$ cat config.mk
export PLATFORM = sky130hd
export DESIGN_NAME = max_overlap_box_matcher
export DESIGN_NICKNAME = d
export VERILOG_FILES = /design/src/rtl/core/mbm_pkg.sv /design/src/rtl/core/max_overlap_box_matcher.sv /design/src/rtl/core/mbm_front.sv /design/src/rtl/core/mbm_queue.sv /design/src/rtl/core/mbm_back.sv
export SDC_FILE = /design/constraint.sdc
export NUM_CORES = 2
export LEC_CHECK = 0
export CORE_UTILIZATION = 30
export CTS_BUF_LIST = sky130_fd_sc_hd__clkbuf_16
export DETAILED_ROUTE_END_ITERATION = 8
export DONT_BUFFER_PORTS = 1
export SLEW_MARGIN = 20
export SYNTH_ARGS = -nofsm -noshare
export SYNTH_HDL_FRONTEND = slang
export SYNTH_HIERARCHICAL = 1
export SYNTH_SLANG_ARGS = --single-unit
$ cat constraint.sdc
create_clock -name clock -period 10.5 [get_ports clock]
set_input_delay 1.575 -clock clock [delete_from_list [all_inputs] [get_ports clock]]
set_output_delay 1.575 -clock clock [all_outputs]
set_load 0.1 [all_outputs]
$ cat src/rtl/core/mbm_pkg.sv
package mbm_pkg;

   // Field widths fixed by the item formats.
   localparam int COORD_BITS = 12;
   localparam int AREA_W = 2 * COORD_BITS;
   localparam int Q16_W = 17;
   localparam int IDX_W = 7;

   // Defaults for the top-level parameters.
   localparam int MAX_CANDIDATES_DEF = 128;
   localparam int QUEUE_DEPTH_DEF = 2;

   // One quotient bit per divider step: bit 16 down to bit 0.
   localparam int DIV_STEPS = Q16_W;

   // Command codes.
   localparam logic CMD_SET_REF = 1'b0;
   localparam logic CMD_CANDIDATE = 1'b1;

   typedef logic [COORD_BITS-1:0] coord_type;
   typedef logic [AREA_W-1:0] area_type;

   typedef struct packed {
      logic command;
      coord_type left;
      coord_type top;
      coord_type right;
      coord_type bottom;
      logic skip;
      logic last;
   } req_item_type;

   typedef struct packed {
      logic found;
      logic [IDX_W-1:0] best_index;
      logic [Q16_W-1:0] best_overlap;
   } rsp_item_type;

   // A classified item as it travels from the front end to the back end.
   typedef struct packed {
      logic is_ref;
      coord_type left;
      coord_type top;
      coord_type right;
      coord_type bottom;
      area_type area;
      logic skip;
      logic last;
   } work_item_type;

   // Status of the queue as the back end sees it.
   typedef struct packed {
      logic empty;
      work_item_type head;
   } queue_status_type;

   typedef enum logic [1:0] {
      BK_IDLE,
      BK_MUL,
      BK_DIVIDE,
      BK_COMMIT
   } back_state_type;

   // Length of the span from lo to hi, zero when the span is inverted.
   function automatic coord_type extent(coord_type lo, coord_type hi);
      extent = (hi > lo) ? coord_type'(hi - lo) : '0;
   endfunction

endpackage

$ cat src/rtl/core/max_overlap_box_matcher.sv
// Channel   Direction  Handshake          Payload
// req_      in         req_push/req_full  req_item (command, corners, skip, last)
// rsp_      out        rsp_empty/rsp_pop  rsp_item (found, best_index, best_overlap)
// csr_      in         csr_valid/csr_ready csr_data (overlap threshold, Q1.16)
//
// A candidate box goes through the back-end states in turn: IDLE picks it up, MUL
// forms the intersection product, DIVIDE runs the serial restoring divider (one
// quotient bit a cycle) and COMMIT updates the search. Skipped candidates,
// candidates past MAX_CANDIDATES and candidates with both areas zero bypass the
// divider. Reset is synchronous and clears the search, the reference box and the
// threshold. The front end and a short queue keep taking items while the divider
// runs; a waiting result stalls the back end only when the next set also ends.
module max_overlap_box_matcher #(
   parameter int MAX_CANDIDATES = mbm_pkg::MAX_CANDIDATES_DEF,
   parameter int QUEUE_DEPTH = mbm_pkg::QUEUE_DEPTH_DEF
) (
   input logic clock,
   input logic reset,
   // Input items.
   input logic req_push,
   output logic req_full,
   input mbm_pkg::req_item_type req_item,
   // Result items.
   output logic rsp_empty,
   input logic rsp_pop,
   output mbm_pkg::rsp_item_type rsp_item,
   // Threshold register write.
   input logic csr_valid,
   output logic csr_ready,
   input logic [mbm_pkg::Q16_W-1:0] csr_data
);

   // The front end decodes the command and works out the box's own area, so
   // the back end only needs the intersection against the reference box.
   logic q_push;
   logic q_full;
   logic q_pop;
   mbm_pkg::work_item_type q_item;
   mbm_pkg::queue_status_type q_status;

   mbm_front u_front (
      .clock(clock),
      .reset(reset),
      .req_push(req_push),
      .req_full(req_full),
      .req_item(req_item),
      .q_push(q_push),
      .q_item(q_item),
      .q_full(q_full)
   );

   // Items wait here in order until the back end is free.
   mbm_queue #(
      .DEPTH(QUEUE_DEPTH)
   ) u_queue (
      .clock(clock),
      .reset(reset),
      .push(q_push),
      .push_item(q_item),
      .full(q_full),
      .pop(q_pop),
      .status(q_status)
   );

   // The back end holds the reference box, the threshold and the running
   // best match, runs the divider, and keeps the result in an output register
   // until it is taken.
   mbm_back #(
      .MAX_CANDIDATES(MAX_CANDIDATES)
   ) u_back (
      .clock(clock),
      .reset(reset),
      .q_status(q_status),
      .q_pop(q_pop),
      .csr_valid(csr_valid),
      .csr_ready(csr_ready),
      .csr_data(csr_data),
      .rsp_empty(rsp_empty),
      .rsp_pop(rsp_pop),
      .rsp_item(rsp_item)
   );

endmodule

$ cat src/rtl/core/mbm_front.sv
module mbm_front (
   input logic clock,
   input logic reset,
   input logic req_push,
   output logic req_full,
   input mbm_pkg::req_item_type req_item,
   output logic q_push,
   output mbm_pkg::work_item_type q_item,
   input logic q_full
);

   logic st_valid_ff, st_valid_in;
   mbm_pkg::work_item_type st_item_ff;
   mbm_pkg::work_item_type st_item_in;
   logic accept;

   // The stage may take a new item whenever its current one moves on.
   assign req_full = st_valid_ff && q_full;
   assign accept = req_push && !req_full;
   assign q_push = st_valid_ff && !q_full;
   assign q_item = st_item_ff;

   always_comb begin
      st_valid_in = accept || (st_valid_ff && q_full);
      st_item_in.is_ref = (req_item.command == mbm_pkg::CMD_SET_REF);
      st_item_in.left = req_item.left;
      st_item_in.top = req_item.top;
      st_item_in.right = req_item.right;
      st_item_in.bottom = req_item.bottom;
      st_item_in.area =
         mbm_pkg::area_type'(mbm_pkg::extent(req_item.left, req_item.right)) *
         mbm_pkg::area_type'(mbm_pkg::extent(req_item.top, req_item.bottom));
      st_item_in.skip = req_item.skip;
      st_item_in.last = req_item.last;
   end

   always_ff @(posedge clock) begin
      if (reset) begin
         st_valid_ff <= 1'b0;
      end else begin
         st_valid_ff <= st_valid_in;
      end
   end

   always_ff @(posedge clock) begin
      if (accept) begin
         st_item_ff <= st_item_in;
      end
   end

endmodule

$ cat src/rtl/core/mbm_queue.sv
module mbm_queue #(
   parameter int DEPTH = mbm_pkg::QUEUE_DEPTH_DEF
) (
   input logic clock,
   input logic reset,
   input logic push,
   input mbm_pkg::work_item_type push_item,
   output logic full,
   input logic pop,
   output mbm_pkg::queue_status_type status
);

   localparam int PTR_W = (DEPTH > 1) ? $clog2(DEPTH) : 1;
   localparam int CNT_W = $clog2(DEPTH + 1);

   mbm_pkg::work_item_type entry_ff [DEPTH];
   logic [PTR_W-1:0] wr_ptr_ff, wr_ptr_in;
   logic [PTR_W-1:0] rd_ptr_ff, rd_ptr_in;
   logic [CNT_W-1:0] count_ff, count_in;
   logic do_push, do_pop;

   assign full = (count_ff == CNT_W'(DEPTH));
   assign status.empty = (count_ff == '0);
   assign status.head = entry_ff[rd_ptr_ff];
   assign do_push = push && !full;
   assign do_pop = pop && !status.empty;

   always_comb begin
      wr_ptr_in = wr_ptr_ff;
      rd_ptr_in = rd_ptr_ff;
      count_in = count_ff;
      if (do_push) begin
         wr_ptr_in = (wr_ptr_ff == PTR_W'(DEPTH - 1)) ? '0 : PTR_W'(wr_ptr_ff + 1'b1);
      end
      if (do_pop) begin
         rd_ptr_in = (rd_ptr_ff == PTR_W'(DEPTH - 1)) ? '0 : PTR_W'(rd_ptr_ff + 1'b1);
      end
      if (do_push && !do_pop) begin
         count_in = CNT_W'(count_ff + 1'b1);
      end else if (do_pop && !do_push) begin
         count_in = CNT_W'(count_ff - 1'b1);
      end
   end

   always_ff @(posedge clock) begin
      if (reset) begin
         wr_ptr_ff <= '0;
         rd_ptr_ff <= '0;
         count_ff <= '0;
      end else begin
         wr_ptr_ff <= wr_ptr_in;
         rd_ptr_ff <= rd_ptr_in;
         count_ff <= count_in;
      end
   end

   always_ff @(posedge clock) begin
      if (do_push) begin
         entry_ff[wr_ptr_ff] <= push_item;
      end
   end

endmodule

$ cat src/rtl/core/mbm_back.sv
module mbm_back #(
   parameter int MAX_CANDIDATES = mbm_pkg::MAX_CANDIDATES_DEF
) (
   input logic clock,
   input logic reset,
   input mbm_pkg::queue_status_type q_status,
   output logic q_pop,
   input logic csr_valid,
   output logic csr_ready,
   input logic [mbm_pkg::Q16_W-1:0] csr_data,
   output logic rsp_empty,
   input logic rsp_pop,
   output mbm_pkg::rsp_item_type rsp_item
);

   localparam int CNT_W = $clog2(MAX_CANDIDATES + 1);
   localparam int REM_W = mbm_pkg::AREA_W + 1;
   localparam int STEP_W = $clog2(mbm_pkg::DIV_STEPS);
   localparam int Q16_W = mbm_pkg::Q16_W;
   localparam int IDX_W = mbm_pkg::IDX_W;

   mbm_pkg::back_state_type state_ff, state_in;

   logic [Q16_W-1:0] threshold_ff;

   mbm_pkg::work_item_type work_ff;
   mbm_pkg::coord_type ref_left_ff, ref_top_ff, ref_right_ff, ref_bottom_ff;
   mbm_pkg::area_type ref_area_ff;

   logic [CNT_W-1:0] count_ff, count_in;
   logic [IDX_W-1:0] best_index_ff, best_index_in;
   logic [Q16_W-1:0] best_overlap_ff, best_overlap_in;
   logic found_ff, found_in;

   logic eval_ff;
   mbm_pkg::area_type divisor_ff;
   logic [REM_W-1:0] rem_ff, rem_in;
   logic [Q16_W-1:0] quo_ff, quo_in;
   logic [STEP_W-1:0] step_ff;

   logic out_valid_ff;
   mbm_pkg::rsp_item_type out_item_ff;

   mbm_pkg::coord_type ix, iy, lo_x, hi_x, lo_y, hi_y;
   mbm_pkg::area_type larger;
   logic active;
   logic [REM_W-1:0] shifted;
   logic ge;
   logic better;
   logic last_step;
   logic commit_go;

   // FSM outputs.
   logic take_item;
   logic do_commit;

   assign csr_ready = 1'b1;
   assign rsp_empty = !out_valid_ff;
   assign rsp_item = out_item_ff;
   assign q_pop = take_item;

   // Intersection with the stored reference box.
   always_comb begin
      lo_x = (work_ff.left > ref_left_ff) ? work_ff.left : ref_left_ff;
      hi_x = (work_ff.right < ref_right_ff) ? work_ff.right : ref_right_ff;
      lo_y = (work_ff.top > ref_top_ff) ? work_ff.top : ref_top_ff;
      hi_y = (work_ff.bottom < ref_bottom_ff) ? work_ff.bottom : ref_bottom_ff;
      ix = mbm_pkg::extent(lo_x, hi_x);
      iy = mbm_pkg::extent(lo_y, hi_y);
      larger = (work_ff.area > ref_area_ff) ? work_ff.area : ref_area_ff;
      active = (count_ff < CNT_W'(MAX_CANDIDATES)) && !work_ff.skip;
   end

   // One restoring step per cycle; the first step takes the integer bit.
   always_comb begin
      shifted = (step_ff == '0) ? rem_ff : {rem_ff[REM_W-2:0], 1'b0};
      ge = (shifted >= {1'b0, divisor_ff});
      rem_in = ge ? REM_W'(shifted - {1'b0, divisor_ff}) : shifted;
      quo_in = {quo_ff[Q16_W-2:0], ge};
      last_step = (step_ff == STEP_W'(mbm_pkg::DIV_STEPS - 1));
   end

   // Search update for the candidate in hand.
   always_comb begin
      better = eval_ff && (quo_ff > threshold_ff) && (quo_ff > best_overlap_ff);
      found_in = found_ff || better;
      best_overlap_in = better ? quo_ff : best_overlap_ff;
      best_index_in = better ? IDX_W'(count_ff) : best_index_ff;
      count_in = (count_ff < CNT_W'(MAX_CANDIDATES)) ? CNT_W'(count_ff + 1'b1) : count_ff;
      commit_go = !work_ff.last || !out_valid_ff;
   end

   always_comb begin
      state_in = state_ff;
      unique case (state_ff)
         mbm_pkg::BK_IDLE: begin
            if (!q_status.empty) state_in = mbm_pkg::BK_MUL;
         end
         mbm_pkg::BK_MUL: begin
            if (work_ff.is_ref) begin
               state_in = mbm_pkg::BK_IDLE;
            end else if (active && (larger != '0)) begin
               state_in = mbm_pkg::BK_DIVIDE;
            end else begin
               state_in = mbm_pkg::BK_COMMIT;
            end
         end
         mbm_pkg::BK_DIVIDE: begin
            if (last_step) state_in = mbm_pkg::BK_COMMIT;
         end
         mbm_pkg::BK_COMMIT: begin
            if (commit_go) state_in = mbm_pkg::BK_IDLE;
         end
         default: state_in = mbm_pkg::BK_IDLE;
      endcase
   end

   always_comb begin
      take_item = 1'b0;
      do_commit = 1'b0;
      unique case (state_ff)
         mbm_pkg::BK_IDLE: take_item = !q_status.empty;
         mbm_pkg::BK_COMMIT: do_commit = commit_go;
         default: begin
            take_item = 1'b0;
            do_commit = 1'b0;
         end
      endcase
   end

   always_ff @(posedge clock) begin
      if (reset) begin
         state_ff <= mbm_pkg::BK_IDLE;
         threshold_ff <= '0;
         ref_left_ff <= '0;
         ref_top_ff <= '0;
         ref_right_ff <= '0;
         ref_bottom_ff <= '0;
         ref_area_ff <= '0;
         count_ff <= '0;
         best_index_ff <= '0;
         best_overlap_ff <= '0;
         found_ff <= 1'b0;
         out_valid_ff <= 1'b0;
      end else begin
         state_ff <= state_in;
         if (csr_valid) begin
            threshold_ff <= csr_data;
         end
         if (state_ff == mbm_pkg::BK_MUL && work_ff.is_ref) begin
            ref_left_ff <= work_ff.left;
            ref_top_ff <= work_ff.top;
            ref_right_ff <= work_ff.right;
            ref_bottom_ff <= work_ff.bottom;
            ref_area_ff <= work_ff.area;
            count_ff <= '0;
            best_index_ff <= '0;
            best_overlap_ff <= '0;
            found_ff <= 1'b0;
         end
         if (do_commit) begin
            if (work_ff.last) begin
               count_ff <= '0;
               best_index_ff <= '0;
               best_overlap_ff <= '0;
               found_ff <= 1'b0;
            end else begin
               count_ff <= count_in;
               best_index_ff <= best_index_in;
               best_overlap_ff <= best_overlap_in;
               found_ff <= found_in;
            end
         end
         if (do_commit && work_ff.last) begin
            out_valid_ff <= 1'b1;
         end else if (rsp_pop) begin
            out_valid_ff <= 1'b0;
         end
      end
   end

   always_ff @(posedge clock) begin
      if (take_item) begin
         work_ff <= q_status.head;
      end
      if (state_ff == mbm_pkg::BK_MUL) begin
         eval_ff <= active;
         divisor_ff <= larger;
         rem_ff <= REM_W'(mbm_pkg::area_type'(ix) * mbm_pkg::area_type'(iy));
         quo_ff <= '0;
         step_ff <= '0;
      end else if (state_ff == mbm_pkg::BK_DIVIDE) begin
         rem_ff <= rem_in;
         quo_ff <= quo_in;
         step_ff <= STEP_W'(step_ff + 1'b1);
      end
      if (do_commit && work_ff.last) begin
         out_item_ff.found <= found_in;
         out_item_ff.best_index <= best_index_in;
         out_item_ff.best_overlap <= best_overlap_in;
      end
   end

endmodule

Word-level counts from Yosys, hierarchy flattened
Memories as Yosys holds them, arrays and structs flattened. A register that Yosys moved wholly into a read port is not among the register bits.
Cells that the tools add are included.
Word-level totals
  memories: 1
  logic and storage cells: 148
  output and inout port bits: 28
  input port bits: 73
  ROM bits: 0
  register bits after elaboration: 302
  latch bits: 0
  RAM bits: 150
Memories
  u_queue.entry_ff: words 2, bits a word 75, rd ports 1, clocked after Yosys merged registers in 1, write ports 1, line mbm_queue.sv:16  | mbm_pkg::work_item_type entry_ff [DEPTH];
Cells by class
  add/subtract/negate cells: 11
  mux-type cells: 44
  div/mod/pow operators: 0
  reductions and logical operators: 34
  shifts and indexed selects: 0
  magnitude comparators: 13
  bitwise logic cells: 1
  $mul: 2
  equality and inequality tests: 9
Operators with widths (count)
  $mux 12: 8
  $gt 12x12->1: 6
  $mux 24: 3
  $mux 17: 4
  $mux 25: 2
  $mul 12x12->24: 2
  $sub 12x12->12: 4
  $gt 17x17->1: 2
  $mux 8: 4
  $mux 7: 4
  $ge 25x24->1: 1
  $sub 25x24->25: 1
  $gt 24x24->1: 1
  $lt 12x12->1: 2
  $reduce_bool 24->1: 1
  $logic_and 1x1->1: 13
  $mux 1: 12
  $mux 2: 6
  $add 8x1->8 const B: 1
  $logic_not 1->1: 8
  $lt 8x8->1 const B: 1
  $pmux 2 s4: 1
  $reduce_bool 2->1: 4
  $eq 2x2->1 const B: 3
  other kinds (15): 20

Longest topological paths before layout
  word-level depth: 8
  depth in mapped cells: 45
  mapped depth without buffers: 42

By module
The synthesis kept the hierarchy.
By module, submodules not included
  mbm_back: area an instance 21356.7 um2, seq. area each 7437.1 um2, cells an instance 2252, times used 1
  mbm_front: area an instance 8555.7 um2, seq. area each 2272.2 um2, cells an instance 877, times used 1
  mbm_queue: area an instance 5640.4 um2, seq. area each 4604.4 um2, cells an instance 258, times used 1

Least setup slack after synthesis
No wires, ideal clock.
  path type: reg2reg
  start: register, netlist name u_back/work_ff[67]
  end: register u_back.rem_ff[23] (data pin)
  cell stages (with the launch flop): 42
  slack: 920 ps
  arrival time: 9308 ps
  path buffers: 4
  cells stage by stage: edfxtp_1 > ha_1 > a21o_1 > a21o_1 > a21o_1 > a21oi_1 > nor2b_1 > o21ai_0 > a311o_1 > buf_1 > o21ai_0 > ha_1 > fa_1 > nor2b_1 > o21ai_0 > nand2b_1 > a31oi_1 > o21ai_1 > (+6 left out) > nor2_1 > fa_1 > fa_1 > fa_1 > fa_1 > inv_1 > fa_1 > inv_1 > ha_1 > a21o_1 > nor3_1 > o21a_1 > nor3_1 > o41a_1 > and2_1 > a22oi_1 > mux2i_1 > o211ai_1
On the way
  word-level cells in the longest chain between the ends: 6
  elaborated cells on any way between the ends: 7
  those cells by class: add/sub: 1; mul: 1; order compare: 2; mux: 3
Ends and longest elaborated chain
  $gt 12x12->1: line mbm_back.sv:64  | lo_x = (work_ff.left > ref_left_ff) ? work_ff.left : ref_left_ff;
  $mux 12 (*): line mbm_back.sv:64
  $sub 12x12->12 / $gt 12x12->1 (equally long branches): line mbm_pkg.sv:66  | extent = (hi > lo) ? coord_type'(hi - lo) : '0;
  $mux 12 (*): line mbm_pkg.sv:66
  $mul 12x12->24 (*): line mbm_back.sv:189  | rem_ff <= REM_W'(mbm_pkg::area_type'(ix) * mbm_pkg::area_type'(iy));
  $mux 24 (*): line mbm_back.sv:186  | if (state_ff == mbm_pkg::BK_MUL) begin
  to (signal assigned): line mbm_back.sv:189
  to (signal assigned): line mbm_back.sv:193  | rem_ff <= rem_in;
  to (decl): line mbm_back.sv:37  | logic [REM_W-1:0] rem_ff, rem_in;
Every way passes the cells marked *; elsewhere a longest branch is shown, timed or not.
A chain may end at the register's enable or synchronous reset.

Worst setup path in the final report
  start: register, netlist name u_back/work_ff[67]
  end: register u_back.rem_ff[23] (data pin)
On the way
  word-level cells in the longest chain between the ends: 6
  elaborated cells on any way between the ends: 7
  those cells by class: add/sub: 1; mul: 1; order compare: 2; mux: 3
Ends and longest elaborated chain (line)
  $gt 12x12->1: mbm_back.sv:64
  $mux 12 (*): mbm_back.sv:64
  $sub 12x12->12 / $gt 12x12->1 (equally long branches): mbm_pkg.sv:66
  $mux 12 (*): mbm_pkg.sv:66
  $mul 12x12->24 (*): mbm_back.sv:189
  $mux 24 (*): mbm_back.sv:186
Marked as above.

==> impl_metrics.yaml <==
logic_synthesis:
  synth-seq-cells: 528
  synth.top_cell.area_share_pct: 31.6
  synth_largest_area_cell: "edfxtp_1"
  syn-cell-area_um2: 35600
  synthSimpleGateAreaFrac_pct: 12.2
  synth.area.mux_share_pct: 7.17
  syn_nets: 3974
  ys.flop_type: "edfxtp_1"
  syn_inst: 3387
  synth_top_family_by_area: "adder cells"
  synthAdderAreaFrac_pct: 22.4
  synth-async-reset-ratio_pct: 0
  seq_area_frac_synth_pct: 40.3
  synth_area_leaders: "edfxtp_1 (32%), fa_1 (12%), ha_1 (11%)"
  synth_compound_area_share_pct: 9.76
  synth_edf_count: 374
  ys.warnings.count: 6
  syn_avg_cell_area_um2: 10.5
  synth_xor_area_share_pct: 2.07
  ys_types: 87
clock_network:
  clock_path_buffers: 3
  postCtsSetupRepairBufs: 0
  clkTransAtPathRegs_ns: 0.06
  clock-sinks: 528
  h-tree-depth: 2
  cts_hold_buffers: 0
  cts_resized: 0
  numCtsBuffers: 54
  cts_tree: "yes"
  clock-root-buffer: "clkbuf_16"
  insertion_delay_ns: 0.61
power_and_ir_drop:
  comb_power_share_pct: 60.9
  p_leak_nw: 16.0
  power_density_nw_per_um2: 337
  seqPwrFrac_pct: 24.1
  p_sw_mw: 6.00
  p_int_mw: 7.14
  pwr-share-clk_pct: 15.0
  p_sw_share_pct: 45.7
  peakVddDrop_mv: 0.272
final_layout:
  finalNetCount: 3943
  final_common_cell: "inv_1"
  layout-drive-gt1-share_pct: 9.44
  diodes: 0
  final_cell_mix: "inv_1 (446), nand2_1 (402), edfxtp_1 (374)"
  syn_to_final_growth_pct: 9.80
  finalNonFillerCells: 4924
worst_hold_path:
  hold_class: "reg2reg"
  hold_start: "u_front/q_item[0]$_DFFE_PP_"
timing:
  worst_pin_slew_ns: 1.11
  finalCritPeriodShare_pct: 93.9
  rsz0062_at_grt: "no"
  setup_viol: 0
  skew_ns: 0.0396
  finalSetupTns_ns: 0
  hold_viol_final: 0
  fmax_mhz: 101
  slew_violations: 0
  finalCriticalPeriod_ns: 9.86
  postLayoutSetupSlackWorst_ns: 0.642
  relSlewSlack_pct: 25.8
critical_path:
  crit_top_cell: "fa_1"
  arrival_ns: 10.19
  cp_num_buf_inv: 3
  cp-end-kind: "flop"
  crit_family: "adder cells"
  worst-path-max-fanout: 29
  startpoint: "u_back/work_ff[67]$_DFFE_PP_"
  critPathMaxStageDelay_ns: 0.58
  critPathKind: "reg2reg"
  crit_slowest_cell: "fa_1"
  required_ns: 10.83
  worstSetupStartpointType: "flop"
  reg2reg_from: "u_back/work_ff[67]$_DFFE_PP_"
placed_design:
  gp_congestion: 0.872
  dp_slack_ns: 0.549
  dp_hpwl_um: 60500
  io_buffers: 0
  placed_cells: 4824
die:
  initial_core_util_pct: 30.4
  die_w_um: 346
  fp.coreArea_um2: 117000
  die_y_um: 346
  die_area_um2: 120000
  rows: 125
  ioPinCount: 101
global_route:
  grt_pass1_wl_um: 128000
  grt_pass1_vias: 23700
  grt_antenna_before_repair: 0
  grt-ovfl-total: 0
  grt.total_usage_pct: 13.1
  grt_max_degree: 108
routing:
  wl_per_cell_um: 16.2
  drcViolationCount: 0
  drt-initial-drc-count: 1497
  ant_nets: 0
  wl_um: 79900
  drt_first_pass_iters: 7
  vias_per_cell: 4.80
  via_count: 23600
job:
  maxCapViolations: 0
status:
  outcome: "completed"
## final cells by class
cell class,instances,area [um^2]
clock buffer,55,1380
clock inverter,45,457
fill,11600,77800
inverter,439,1650
multi-input combinational,2306,19100
sequential,528,14300
tap,1524,1910
timing repair buffer,27,203
## path summary, 6_finish.rpt
check	cells past startpoint	slack, ns	end
max	35	0.64	u_back/rem_ff[23]$_DFFE_PP_
min	0	0.43	u_queue/entry_ff[0][0]$_DFFE_PP_
max reg2reg	35	0.64	u_back/rem_ff[23]$_DFFE_PP_
min reg2reg	0	0.43	u_queue/entry_ff[0][0]$_DFFE_PP_
## sequential cells by signal, summed over array words and instances (netlist names), 2 cells and up, named ones only
register                cells
u_back/best_overlap_ff     17
u_queue/count_ff            2
u_queue/entry_ff          150
u_back/divisor_ff          24
u_back/best_index_ff        7
u_back/rem_ff              25
u_back/ref_left_ff         12
u_back/step_ff              5
u_back/ref_top_ff          12
u_back/quo_ff              17
u_back/ref_right_ff        12
u_back/ref_bottom_ff       12
u_back/ref_area_ff         24
u_front/q_item             75
u_back/work_ff             75
u_back/rsp_item            25
u_back/threshold_ff        17
u_back/count_ff             8
## cells in the mapped netlist (all sizes together), types with 8 or more instances
cell type,number
nand4,35
nand2b,20
a22o,26
a21o,51
a31oi,13
nor2,188
a21oi,185
ha,309
xor2,38
o21ai,123
clkbuf,74
and2,62
a211oi,22
a211o,8
nand3,50
fa,205
mux2i,79
buf,39
inv,439
o21bai,13
o211ai,10
nor2b,42
nor4,19
nand2,404
and3,34
xnor2,46
edfxtp,374
dfxtp,154
o21a,29
nor3,43
mux2,156
or3,16
## worst register-to-register path, delay by kind of cell, from the launching register on
family | cells | cell delay (ns)
simple gates | 6 | 1.11
buf+inv | 3 | 0.40
compound gates | 16 | 3.33
fa+ha+maj | 8 | 3.70
mux | 2 | 0.63
flops | 1 | 0.42
## logic make-up after synthesis
group / Yosys count
xor gates and xnor gates: 84
AOI/OAI and AO/OA: 537
adders and majority gates: 514
DFF: 528
buffers and inverters: 553
and+or+nand+nor: 935
muxes: 235
other: 1
## through the flow
stage	total power [mW]	hold slack (ns)	area, um^2	utilization (%)
after floorplan	9.16	0.421	35600	-
after global placement	11.2	0.422	37200	31.8
after detailed placement	11.2	0.430	37200	31.8
after CTS	13.3	0.416	39000	33.4
after global routing	14.4	0.441	39000	33.4
final	13.1	0.428	39000	33.4
## power by group through the flow
| stage | Combinational (mW) | Clock, mW | Sequential [mW] |
|---|---|---|---|
| floorplan | 6.07 | 0 | 3.09 |
| global placement | 7.99 | 0 | 3.20 |
| detailed placement | 8.02 | 0 | 3.21 |
| CTS | 8.08 | 2.03 | 3.17 |
| global route | 9.07 | 2.11 | 3.22 |
| finish | 8.01 | 1.97 | 3.17 |
## layer usage
| metal | wire length [um] | global-route usage [%] |
|---|---|---|
| met1 | 35700 | 17.0 |
| met4 | 1700 | 3.47 |
| met5 | 0 | 0 |
| met2 | 39600 | 23.1 |
| met3 | 2890 | 1.39 |
No activity file was read; power rests on OpenSTA's default activity.
